--- src/rtl/tccc_pkg.sv ---
// Shared types, register codes and constants for the text console cursor control block.
// Used by every module under rtl; depends on nothing else.
`timescale 1ns / 1ps
`default_nettype none

package tccc_pkg;

   // default module parameters
   localparam int DEF_MAX_COLS = 256;
   localparam int DEF_MAX_ROWS = 128;
   localparam int DEF_TAB_STOP = 8;
   localparam int DEF_GLYPH_W  = 8;
   localparam int DEF_GLYPH_H  = 8;

   // output queue depth; an item writes at most two words
   localparam int QUEUE_DEPTH = 4;
   localparam int QUEUE_CNT_W = $clog2(QUEUE_DEPTH + 1);

   // character codes
   localparam logic [7:0] CODE_BACKSPACE = 8'd8;
   localparam logic [7:0] CODE_TAB       = 8'd9;
   localparam logic [7:0] CODE_NEWLINE   = 8'd10;
   localparam logic [7:0] CODE_SPACE     = 8'd32;
   localparam logic [7:0] CODE_QUESTION  = 8'd63;

   // request kinds
   localparam logic REQ_PUT_CHAR = 1'b0;
   localparam logic REQ_SET_POS  = 1'b1;

   // command codes
   localparam logic CMD_DRAW   = 1'b0;
   localparam logic CMD_SCROLL = 1'b1;

   // register map
   localparam int CSR_INDEX_W = 3;
   localparam int CSR_DATA_W  = 13;

   typedef enum logic [CSR_INDEX_W-1:0] {
      CSR_TEXT_COLS   = 3'd0,
      CSR_TEXT_ROWS   = 3'd1,
      CSR_LINE_PIXELS = 3'd2,
      CSR_FIRST_GLYPH = 3'd3,
      CSR_LAST_GLYPH  = 3'd4
   } csr_index_type;

   localparam logic [8:0]  RST_TEXT_COLS   = 9'd80;
   localparam logic [7:0]  RST_TEXT_ROWS   = 8'd30;
   localparam logic [12:0] RST_LINE_PIXELS = 13'd640;
   localparam logic [7:0]  RST_FIRST_GLYPH = 8'd32;
   localparam logic [7:0]  RST_LAST_GLYPH  = 8'd127;

   typedef struct packed {
      logic [8:0]  text_cols;
      logic [7:0]  text_rows;
      logic [12:0] line_pixels;
      logic [7:0]  first_glyph;
      logic [7:0]  last_glyph;
   } csr_type;

   typedef struct packed {
      logic       req_type;
      logic [7:0] char_code;
      logic [7:0] col_request;
      logic [7:0] row_request;
   } req_word_type;

   typedef struct packed {
      logic        command;
      logic [7:0]  cell_col;
      logic [6:0]  cell_row;
      logic [7:0]  glyph_index;
      logic [23:0] pixel_offset;
      logic        last;
   } rsp_word_type;

   // words produced by one item: optional draw, then optional scroll
   typedef struct packed {
      logic         draw_vld;
      logic         scroll_vld;
      rsp_word_type draw_word;
   } step_result_type;

   typedef logic [255:0][8:0] tab_table_type;

   // next tab stop for every column, built by counting through the stops
   function automatic tab_table_type tab_table(int stop);
      tab_table_type t;
      int            base;
      int            phase;
      base  = 0;
      phase = 0;
      for (int c = 0; c < 256; c++) begin
         t[c] = 9'(base + stop);
         phase++;
         if (phase == stop) begin
            phase = 0;
            base  = base + stop;
         end
      end
      return t;
   endfunction

endpackage

`default_nettype wire

--- src/rtl/tccc_cursor.sv ---
// Cursor state and the per-item update: control codes, wrap, clamp, glyph and pixel offset.
// Depends on tccc_pkg.
`timescale 1ns / 1ps
`default_nettype none

module tccc_cursor #(
   parameter int MAX_COLS = 256,
   parameter int MAX_ROWS = 128,
   parameter int TAB_STOP = 8,
   parameter int GLYPH_W  = 8,
   parameter int GLYPH_H  = 8
) (
   input  wire                      clock,
   input  wire                      reset,
   input  wire                      step,
   input  tccc_pkg::req_word_type   req_word,
   input  tccc_pkg::csr_type        csr,
   output tccc_pkg::step_result_type result
);
   import tccc_pkg::*;

   localparam tab_table_type TAB_NEXT  = tab_table(TAB_STOP);
   localparam int            ROW_SCALE = 2 * GLYPH_H;

   logic [7:0]  cursor_col_ff, cursor_col_in;
   logic [6:0]  cursor_row_ff, cursor_row_in;

   logic [8:0]  cols;
   logic [7:0]  rows;
   logic [7:0]  col0;
   logic [6:0]  row0;
   logic [7:0]  set_col;
   logic [6:0]  set_row;
   logic        row_last;
   logic [6:0]  nl_row;
   logic        col_wrap;
   logic [8:0]  tab_col;
   logic        tab_wrap;
   logic        newline;
   logic        draw;
   logic        scroll;
   logic [7:0]  draw_col;
   logic [6:0]  draw_row;
   logic [7:0]  draw_char;
   logic [7:0]  sub_char;
   logic [19:0] row_lp;
   logic [31:0] offset;

   // clamp the grid size into range
   always_comb begin
      cols = csr.text_cols;
      if (csr.text_cols > 9'(MAX_COLS)) cols = 9'(MAX_COLS);
      if (csr.text_cols == 9'd0) cols = 9'd1;
      rows = csr.text_rows;
      if (csr.text_rows > 8'(MAX_ROWS)) rows = 8'(MAX_ROWS);
      if (csr.text_rows == 8'd0) rows = 8'd1;
   end

   // pull the cursor back into the grid and precompute moves
   assign col0 = ({1'b0, cursor_col_ff} >= cols) ? 8'(cols - 9'd1) : cursor_col_ff;
   assign row0 = ({1'b0, cursor_row_ff} >= rows) ? 7'(rows - 8'd1) : cursor_row_ff;
   assign row_last = ({1'b0, row0} + 8'd1) >= rows;
   assign nl_row   = row_last ? 7'(rows - 8'd1) : row0 + 7'd1;
   assign col_wrap = ({1'b0, col0} + 9'd1) >= cols;
   assign tab_col  = TAB_NEXT[col0];
   assign tab_wrap = tab_col >= cols;

   assign set_col = ({1'b0, req_word.col_request} >= cols) ? 8'(cols - 9'd1)
                                                          : req_word.col_request;
   assign set_row = (req_word.row_request >= rows) ? 7'(rows - 8'd1)
                                                   : req_word.row_request[6:0];

   // decode the item into the next cursor and the words to emit
   always_comb begin
      cursor_col_in = cursor_col_ff;
      cursor_row_in = cursor_row_ff;
      newline   = 1'b0;
      draw      = 1'b0;
      scroll    = 1'b0;
      draw_col  = col0;
      draw_row  = row0;
      draw_char = req_word.char_code;
      if (req_word.req_type == REQ_SET_POS) begin
         cursor_col_in = set_col;
         cursor_row_in = set_row;
      end else begin
         cursor_col_in = col0;
         cursor_row_in = row0;
         case (req_word.char_code)
            CODE_NEWLINE: begin
               newline = 1'b1;
            end
            CODE_TAB: begin
               if (tab_wrap) newline = 1'b1;
               else cursor_col_in = tab_col[7:0];
            end
            CODE_BACKSPACE: begin
               draw      = 1'b1;
               draw_char = CODE_SPACE;
               if (col0 == 8'd0) begin
                  if (row0 != 7'd0) begin
                     cursor_row_in = row0 - 7'd1;
                     cursor_col_in = 8'(cols - 9'd1);
                  end
               end else begin
                  cursor_col_in = col0 - 8'd1;
               end
               draw_col = cursor_col_in;
               draw_row = cursor_row_in;
            end
            default: begin
               draw = 1'b1;
               if (col_wrap) newline = 1'b1;
               else cursor_col_in = col0 + 8'd1;
            end
         endcase
         if (newline) begin
            cursor_col_in = 8'd0;
            cursor_row_in = nl_row;
            scroll        = row_last;
         end
      end
   end

   // glyph substitution and cell pixel offset
   assign sub_char = (draw_char < csr.first_glyph || draw_char > csr.last_glyph)
                     ? CODE_QUESTION : draw_char;
   assign row_lp = 20'(draw_row) * 20'(csr.line_pixels);
   assign offset = 32'(row_lp) * 32'(ROW_SCALE) + 32'(draw_col) * 32'(GLYPH_W);

   always_comb begin
      result.draw_vld               = draw;
      result.scroll_vld             = scroll;
      result.draw_word.command      = CMD_DRAW;
      result.draw_word.cell_col     = draw_col;
      result.draw_word.cell_row     = draw_row;
      result.draw_word.glyph_index  = sub_char - csr.first_glyph;
      result.draw_word.pixel_offset = offset[23:0];
      result.draw_word.last         = !scroll;
   end

   // advance the cursor when the item is taken
   always_ff @(posedge clock) begin
      if (reset) begin
         cursor_col_ff <= 8'd0;
         cursor_row_ff <= 7'd0;
      end else if (step) begin
         cursor_col_ff <= cursor_col_in;
         cursor_row_ff <= cursor_row_in;
      end
   end

endmodule

`default_nettype wire

--- src/rtl/tccc_queue.sv ---
// Output queue of result words: takes up to two words a cycle while it has room, hands out one unless stalled.
// Depends on tccc_pkg.
`timescale 1ns / 1ps
`default_nettype none

module tccc_queue (
   input  wire                       clock,
   input  wire                       reset,
   input  wire                       push,
   input  tccc_pkg::step_result_type result,
   output logic                      room,
   output logic                      rsp_valid,
   input  wire                       rsp_stall,
   output tccc_pkg::rsp_word_type    rsp_data
);
   import tccc_pkg::*;

   rsp_word_type               slot_ff [QUEUE_DEPTH];
   rsp_word_type               slot_in [QUEUE_DEPTH];
   logic [QUEUE_CNT_W-1:0]     count_ff, count_in;
   logic [QUEUE_CNT_W-1:0]     base;
   logic [QUEUE_CNT_W-1:0]     n_words;
   logic                       pop;
   rsp_word_type               scroll_word;
   rsp_word_type               first_word;

   assign rsp_valid = count_ff != '0;
   assign rsp_data  = slot_ff[0];
   assign pop       = rsp_valid && !rsp_stall;
   assign room      = count_ff <= QUEUE_CNT_W'(QUEUE_DEPTH - 2);

   always_comb begin
      scroll_word              = '0;
      scroll_word.command      = CMD_SCROLL;
      scroll_word.last         = 1'b1;
      first_word = result.draw_vld ? result.draw_word : scroll_word;
      n_words    = push ? QUEUE_CNT_W'(result.draw_vld) + QUEUE_CNT_W'(result.scroll_vld)
                        : '0;
   end

   // shift out the head, then drop new words behind what remains
   always_comb begin
      base = count_ff - QUEUE_CNT_W'(pop);
      for (int i = 0; i < QUEUE_DEPTH; i++) begin
         if (pop && i < QUEUE_DEPTH - 1) slot_in[i] = slot_ff[(i + 1) % QUEUE_DEPTH];
         else slot_in[i] = slot_ff[i];
         if (n_words != '0 && QUEUE_CNT_W'(i) == base) slot_in[i] = first_word;
         if (n_words == QUEUE_CNT_W'(2) && QUEUE_CNT_W'(i) == base + QUEUE_CNT_W'(1))
            slot_in[i] = scroll_word;
      end
      count_in = base + n_words;
   end

   always_ff @(posedge clock) begin
      if (reset) count_ff <= '0;
      else count_ff <= count_in;
   end

   always_ff @(posedge clock) begin
      for (int i = 0; i < QUEUE_DEPTH; i++) slot_ff[i] <= slot_in[i];
   end

`ifndef SYNTHESIS
   a_push_room: assert property (@(posedge clock) disable iff (reset)
      push |-> count_ff <= QUEUE_CNT_W'(QUEUE_DEPTH - 2))
      else $error("queue written without room for two words");
   a_count_bound: assert property (@(posedge clock) disable iff (reset)
      count_ff <= QUEUE_CNT_W'(QUEUE_DEPTH))
      else $error("queue count beyond depth");
   a_scroll_last: assert property (@(posedge clock) disable iff (reset)
      rsp_valid |-> (rsp_data.command == CMD_DRAW || rsp_data.last))
      else $error("scroll word not marked last");
   a_drain: assert property (@(posedge clock) disable iff (reset)
      (count_ff == QUEUE_CNT_W'(1) && pop && n_words == '0) |=> !rsp_valid)
      else $error("queue still valid after last word taken");
`endif

endmodule

`default_nettype wire

--- src/rtl/text_console_cursor_control_core.sv ---
// Top level of the text console cursor control block: register file, input register,
// cursor update and output queue. Depends on tccc_pkg, tccc_cursor and tccc_queue.
//
// Usage:
//   req_* carries one request word (put character or set position); it is taken at a
//   clock edge with req_valid high and req_stall low. rsp_* carries draw and scroll
//   words under the same rule. csr_* writes the five registers by index; csr_ready is
//   always high and writes to unknown indexes are dropped.
//   A request is registered, then decoded in one pass through the cursor logic and the
//   row-times-line-width multiplier, and its words land in a four-word output queue.
//   The request's words are written into the queue registers when it is decoded and
//   reach rsp_* in order; a request waits in the input register while the queue lacks
//   room. One request a cycle is accepted for as long as the queue has room for two
//   words, so throughput is one request per cycle while the receiver takes one word a
//   cycle; a request that causes a draw and a scroll gives two words, draw first.
//   When the receiver stalls, the queue fills and req_stall rises once it holds more
//   than two words; no word is lost.
//   Reset (synchronous) empties the queue and input register, puts the cursor at the
//   top left and loads the default grid: 80 by 30 cells, 640 pixel lines, glyphs 32
//   to 127.
`timescale 1ns / 1ps
`default_nettype none

module text_console_cursor_control_core #(
   parameter int MAX_COLS = tccc_pkg::DEF_MAX_COLS,
   parameter int MAX_ROWS = tccc_pkg::DEF_MAX_ROWS,
   parameter int TAB_STOP = tccc_pkg::DEF_TAB_STOP,
   parameter int GLYPH_W  = tccc_pkg::DEF_GLYPH_W,
   parameter int GLYPH_H  = tccc_pkg::DEF_GLYPH_H
) (
   input  wire                                  clock,
   input  wire                                  reset,
   input  wire                                  req_valid,
   output logic                                 req_stall,
   input  tccc_pkg::req_word_type               req_data,
   output logic                                 rsp_valid,
   input  wire                                  rsp_stall,
   output tccc_pkg::rsp_word_type               rsp_data,
   input  wire                                  csr_valid,
   output logic                                 csr_ready,
   input  wire  [tccc_pkg::CSR_INDEX_W-1:0]     csr_index,
   input  wire  [tccc_pkg::CSR_DATA_W-1:0]      csr_data
);
   import tccc_pkg::*;

   csr_type         csr_ff, csr_in;
   req_word_type    req_word_ff;
   logic            req_vld_ff, req_vld_in;
   logic            room;
   logic            step;
   logic            accept;
   step_result_type result;

   assign csr_ready = 1'b1;

   // decode register writes
   always_comb begin
      csr_in = csr_ff;
      if (csr_valid && csr_ready) begin
         unique case (csr_index)
            CSR_TEXT_COLS:   csr_in.text_cols   = csr_data[8:0];
            CSR_TEXT_ROWS:   csr_in.text_rows   = csr_data[7:0];
            CSR_LINE_PIXELS: csr_in.line_pixels = csr_data[12:0];
            CSR_FIRST_GLYPH: csr_in.first_glyph = csr_data[7:0];
            CSR_LAST_GLYPH:  csr_in.last_glyph  = csr_data[7:0];
            default:         csr_in = csr_ff;
         endcase
      end
   end

   always_ff @(posedge clock) begin
      if (reset) begin
         csr_ff.text_cols   <= RST_TEXT_COLS;
         csr_ff.text_rows   <= RST_TEXT_ROWS;
         csr_ff.line_pixels <= RST_LINE_PIXELS;
         csr_ff.first_glyph <= RST_FIRST_GLYPH;
         csr_ff.last_glyph  <= RST_LAST_GLYPH;
      end else begin
         csr_ff <= csr_in;
      end
   end

   // hold the request word until the queue can take its results
   assign step      = req_vld_ff && room;
   assign req_stall = req_vld_ff && !room;
   assign accept    = req_valid && !req_stall;

   always_comb begin
      req_vld_in = req_vld_ff;
      if (accept) req_vld_in = 1'b1;
      else if (step) req_vld_in = 1'b0;
   end

   always_ff @(posedge clock) begin
      if (reset) req_vld_ff <= 1'b0;
      else req_vld_ff <= req_vld_in;
   end

   always_ff @(posedge clock) begin
      if (accept) req_word_ff <= req_data;
   end

   tccc_cursor #(
      .MAX_COLS (MAX_COLS),
      .MAX_ROWS (MAX_ROWS),
      .TAB_STOP (TAB_STOP),
      .GLYPH_W  (GLYPH_W),
      .GLYPH_H  (GLYPH_H)
   ) u_cursor (
      .clock    (clock),
      .reset    (reset),
      .step     (step),
      .req_word (req_word_ff),
      .csr      (csr_ff),
      .result   (result)
   );

   tccc_queue u_queue (
      .clock     (clock),
      .reset     (reset),
      .push      (step),
      .result    (result),
      .room      (room),
      .rsp_valid (rsp_valid),
      .rsp_stall (rsp_stall),
      .rsp_data  (rsp_data)
   );

endmodule

`default_nettype wire
--- config.mk ---
export PLATFORM = sky130hd
export DESIGN_NAME = text_console_cursor_control_core
export DESIGN_NICKNAME = d
export VERILOG_FILES = /design/src/rtl/tccc_pkg.sv /design/src/rtl/tccc_cursor.sv /design/src/rtl/tccc_queue.sv /design/src/rtl/text_console_cursor_control_core.sv
export SDC_FILE = /design/constraint.sdc
export NUM_CORES = 1
export LEC_CHECK = 0
export BUFFER_PORTS_ARGS = -buffer_cell sky130_fd_sc_hd__buf_2
export CORE_AREA = 5 5 183 185
export CTS_BUF_LIST = sky130_fd_sc_hd__clkbuf_8
export CTS_CLUSTER_SIZE = 20
export DETAILED_ROUTE_END_ITERATION = 7
export DIE_AREA = 0 0 188 190
export GPL_ROUTABILITY_DRIVEN = 0
export PLACE_DENSITY = 0.77
export REMOVE_ABC_BUFFERS = 1
export SKIP_LAST_GASP = 1
export SYNTH_ARGS = -nofsm -noshare
export SYNTH_HDL_FRONTEND = slang
export SYNTH_SLANG_ARGS = --single-unit
--- constraint.sdc ---
create_clock -name clock -period 12.05 [get_ports clock]
set_input_delay 0 -clock clock [delete_from_list [all_inputs] [get_ports clock]]
set_output_delay 0 -clock clock [all_outputs]
set_load 0.03 [all_outputs]
==> impl_metrics.tcl <==
set metrics [dict create \
    synthMuxAreaShare_pct 4.66 \
    slowest_delay_ns 0.58 \
    rsz0062_at_grt "false" \
    path_max_fanout 13 \
    slew_headroom_pct 15.0 \
    end_kind "flop" \
    grt-ovfl-total 0 \
    post_cts_buffers 0 \
    ys_seq_elements 270 \
    finalCritPeriodShare_pct 91.8 \
    cts_root_buf "clkbuf_8" \
    dieHeight_um 190 \
    peakVddDrop_mv 0.129 \
    synthAdderAreaFrac_pct 15.3 \
    synth_edf_count 25 \
    r2r_cells 35 \
    p_per_area_mw_per_mm2 193 \
    finalMaxSlewViolations 0 \
    yosysWarningCount 0 \
    nNetsFinal 2635 \
    hp-class "input pin to flop" \
    drt-wirelength-per-cell_um 18.7 \
    clkSlewWorstSetupHoldPaths_ns 0.07 \
    dpl_cell_area_mm2 0.0193 \
    clock_latency_ns 0.61 \
    htreeDepth 2 \
    synth_xor_area_share_pct 2.82 \
    synthTopCellsByArea "dfxtp_1, ha_1, nand2_1" \
    syn_area_mm2 0.0186 \
    fin_area_mm2 0.0208 \
    clock.fmax_mhz 90.4 \
    critPathKind "flop to flop" \
    ys_seq_area_share_pct 30.4 \
    cts-buffers-inserted 46 \
    synth.distinct_cells 84 \
    dieArea_mm2 0.0357 \
    wl_mm 53.1 \
    min_to "req_word_ff[2]" \
    syn_avg_cell_area_um2 8.06 \
    worstPathRequired_ns 12.47 \
    grt_max_degree 73 \
    worst_pin_slew_ns 1.26 \
    period_minus_slack_ns 11.06 \
    cp_data_arrival_time_ns 11.47 \
    holdPathStages 2 \
    reg2reg_to "u_queue.slot_ff[0][24]" \
    clockBufferDepth 3 \
    area_growth_syn_to_layout_pct 11.9 \
    leakagePower_uw 0.00905 \
    path_delay_family "simple AND/OR/NAND/NOR gates" \
    place_worst_setup_slack_ns 0.590 \
    crit_path_start_kind "flop" \
    viasPerCell 6.15 \
    rows 66 \
    synthFlopType "dfxtp_1" \
    r2r_setup_slack_ns 0.99 \
    start_util_pct 58.4 \
    slowest_stage "nor4_2" \
    grtUsageTotal_pct 29.2 \
    r2r-start "csr_ff[41]" \
    ant_nets 0 \
    status "complete, no violations" \
    setup_viol_count_final 0 \
    dr.pass1.iters 6 \
    first_global_vias 17100 \
    netlist.area_leader.share_pct 26.3 \
    antenna_found_initial 1 \
    grt_pass1_wl_mm 87.0 \
    fin_ws_ns 0.994 \
    drt_iter0_drc 1571 \
    core_region_area_mm2 0.0319 \
    critPathBufInv 3 \
    place_hpwl_mm 38.1 \
    power.total_uw 4030 \
    cts.sinks 270 \
    die_w_um 188 \
    tritoncts "done" \
    synth_compound_area_share_pct 19.7 \
    synth_area_leader_cell "dfxtp_1" \
    io_pins 98 \
    async_flop_share_pct 0 \
    drive_above_1_share_pct 10.7 \
    syn_inst 2311 \
    hp-start "req_data[2]" \
    synth_top_family_by_area "simple AND/OR/NAND/NOR gates" \
    drc 0 \
    max-cap-violations 0 \
    hold_viol_final 0 \
    synth-simple-area-share_pct 21.7 \
    fill_cells 2696 \
    finClkSkew_ns 0.0404 \
    n_antenna_cell 0 \
    tns_ns 0 \
    num_vias 17500 \
    io_buffers 93 \
]
## power by group
group          leakage, uW  switching [uW]  internal [uW]  total (uW)
Sequential         0.00224             131           1130        1260
Clock             0.000578             406            539         946
Combinational      0.00623            1160            662        1820
Total              0.00905            1700           2330        4030
## layout make-up
class | count | area [um2] | share of cell area, %
Multi-Input combinational cell | 1782 | 12000 | 57.7
Sequential cell | 270 | 5660 | 27.1
Timing Repair Buffer | 164 | 1110 | 5.33
Clock buffer | 57 | 785 | 3.76
Tap cell | 408 | 510 | 2.45
Inverter | 131 | 493 | 2.36
Clock inverter | 27 | 270 | 1.30
## synth_stat cells, types with 11 or more instances
master	n
and3_1	35
nor2_1	151
ha_1	137
and2_1	50
inv_1	128
a31oi_1	12
o22ai_1	53
nand3_1	45
nor2b_1	34
fa_1	57
dfxtp_1	245
nor3_1	40
o21a_1	11
nor4_1	16
xnor2_1	40
xor2_1	20
or2_2	14
nand2_1	398
nand2b_1	35
clkbuf_1	113
mux2i_1	80
o211ai_1	20
a31o_2	17
a211oi_1	41
o21ai_0	90
or3_1	15
edfxtp_1	25
a21o_1	36
a21oi_1	188
## repair_timing
item | in CTS | in global routing
hold buffers | 45 | 0
resized for setup | 0 | 6
setup endpoints to repair | 0 | 32
endpoints found under the hold margin | 72 | 0
## metrics by stage
step | std cells | utilization [%] | hold WS [ns]
2_1_floorplan | 2183 | - | 0.0667
3_3_place_gp | 2710 | 60.6 | 0.176
3_5_place_dp | 2710 | 60.6 | 0.178
4_1_cts | 2839 | 65.3 | 0.0701
5_1_grt | 2839 | 65.4 | 0.0729
6_report | 2839 | 65.4 | 0.0952
## logic make-up (layout without fill, tap and decap cells)
family,Yosys count,in the layout
XOR/XNOR,60,60
AO/OA/AOI/OAI,569,569
adder cells (fa/ha/maj),194,194
flip-flops,270,270
multiplexers,86,86
AND/OR/NAND/NOR,869,869
other,2,4
buffers and inverters,261,379
## flip-flops by register name, summed over array words and instances, names as in the netlist
name,count
u_cursor.cursor_row_ff,7
u_queue.count_ff,3
u_queue.slot_ff,180
u_cursor.cursor_col_ff,8
csr_ff,46
req_word_ff,25
req_vld_ff,1
## placed cells by master, fill, tap and decap left out, types with 26 or more instances in the layout
cell type / Yosys / layout
nand2_1: 398 / 398
dfxtp_1: 245 / 245
a21oi_1: 188 / 187
nor2_1: 151 / 146
inv_1: 128 / 138
ha_1: 137 / 137
buf_2: 4 / 93
o21ai_0: 90 / 89
mux2i_1: 80 / 78
fa_1: 57 / 57
clkbuf_8: 0 / 57
o22ai_1: 53 / 53
and2_1: 50 / 50
nand3_1: 45 / 45
dlygate4sd3_1: 0 / 45
a211oi_1: 41 / 41
xnor2_1: 40 / 40
nor3_1: 40 / 39
a21o_1: 36 / 36
and3_1: 35 / 35
nand2b_1: 35 / 34
nor2b_1: 34 / 33
buf_4: 6 / 26
## layer usage
layer / up-vias / wire length (um) / track usage (%)
met5: - / 0 / 0
met2: 774 / 25000 / 49.8
li1: 8274 / - / -
met4: 0 / 2300 / 12.2
met3: 206 / 4040 / 5.23
met1: 8201 / 21700 / 36.6
## how the worst max path moves through the flow
stage	start	to	slack, ns	cells after the start
2_1_floorplan	csr_ff[45]	u_queue.slot_ff[1][23]	2.12	33
3_3_place_gp	csr_ff[41]	u_queue.slot_ff[0][23]	1.04	34
3_5_place_dp	csr_ff[41]	u_queue.slot_ff[1][23]	0.59	34
4_1_cts	csr_ff[41]	u_queue.slot_ff[1][23]	0.53	34
5_1_grt	csr_ff[41]	u_queue.slot_ff[1][23]	0.18	35
6_report	csr_ff[41]	u_queue.slot_ff[0][24]	0.99	35
Power figures use the tool's default switching activity.
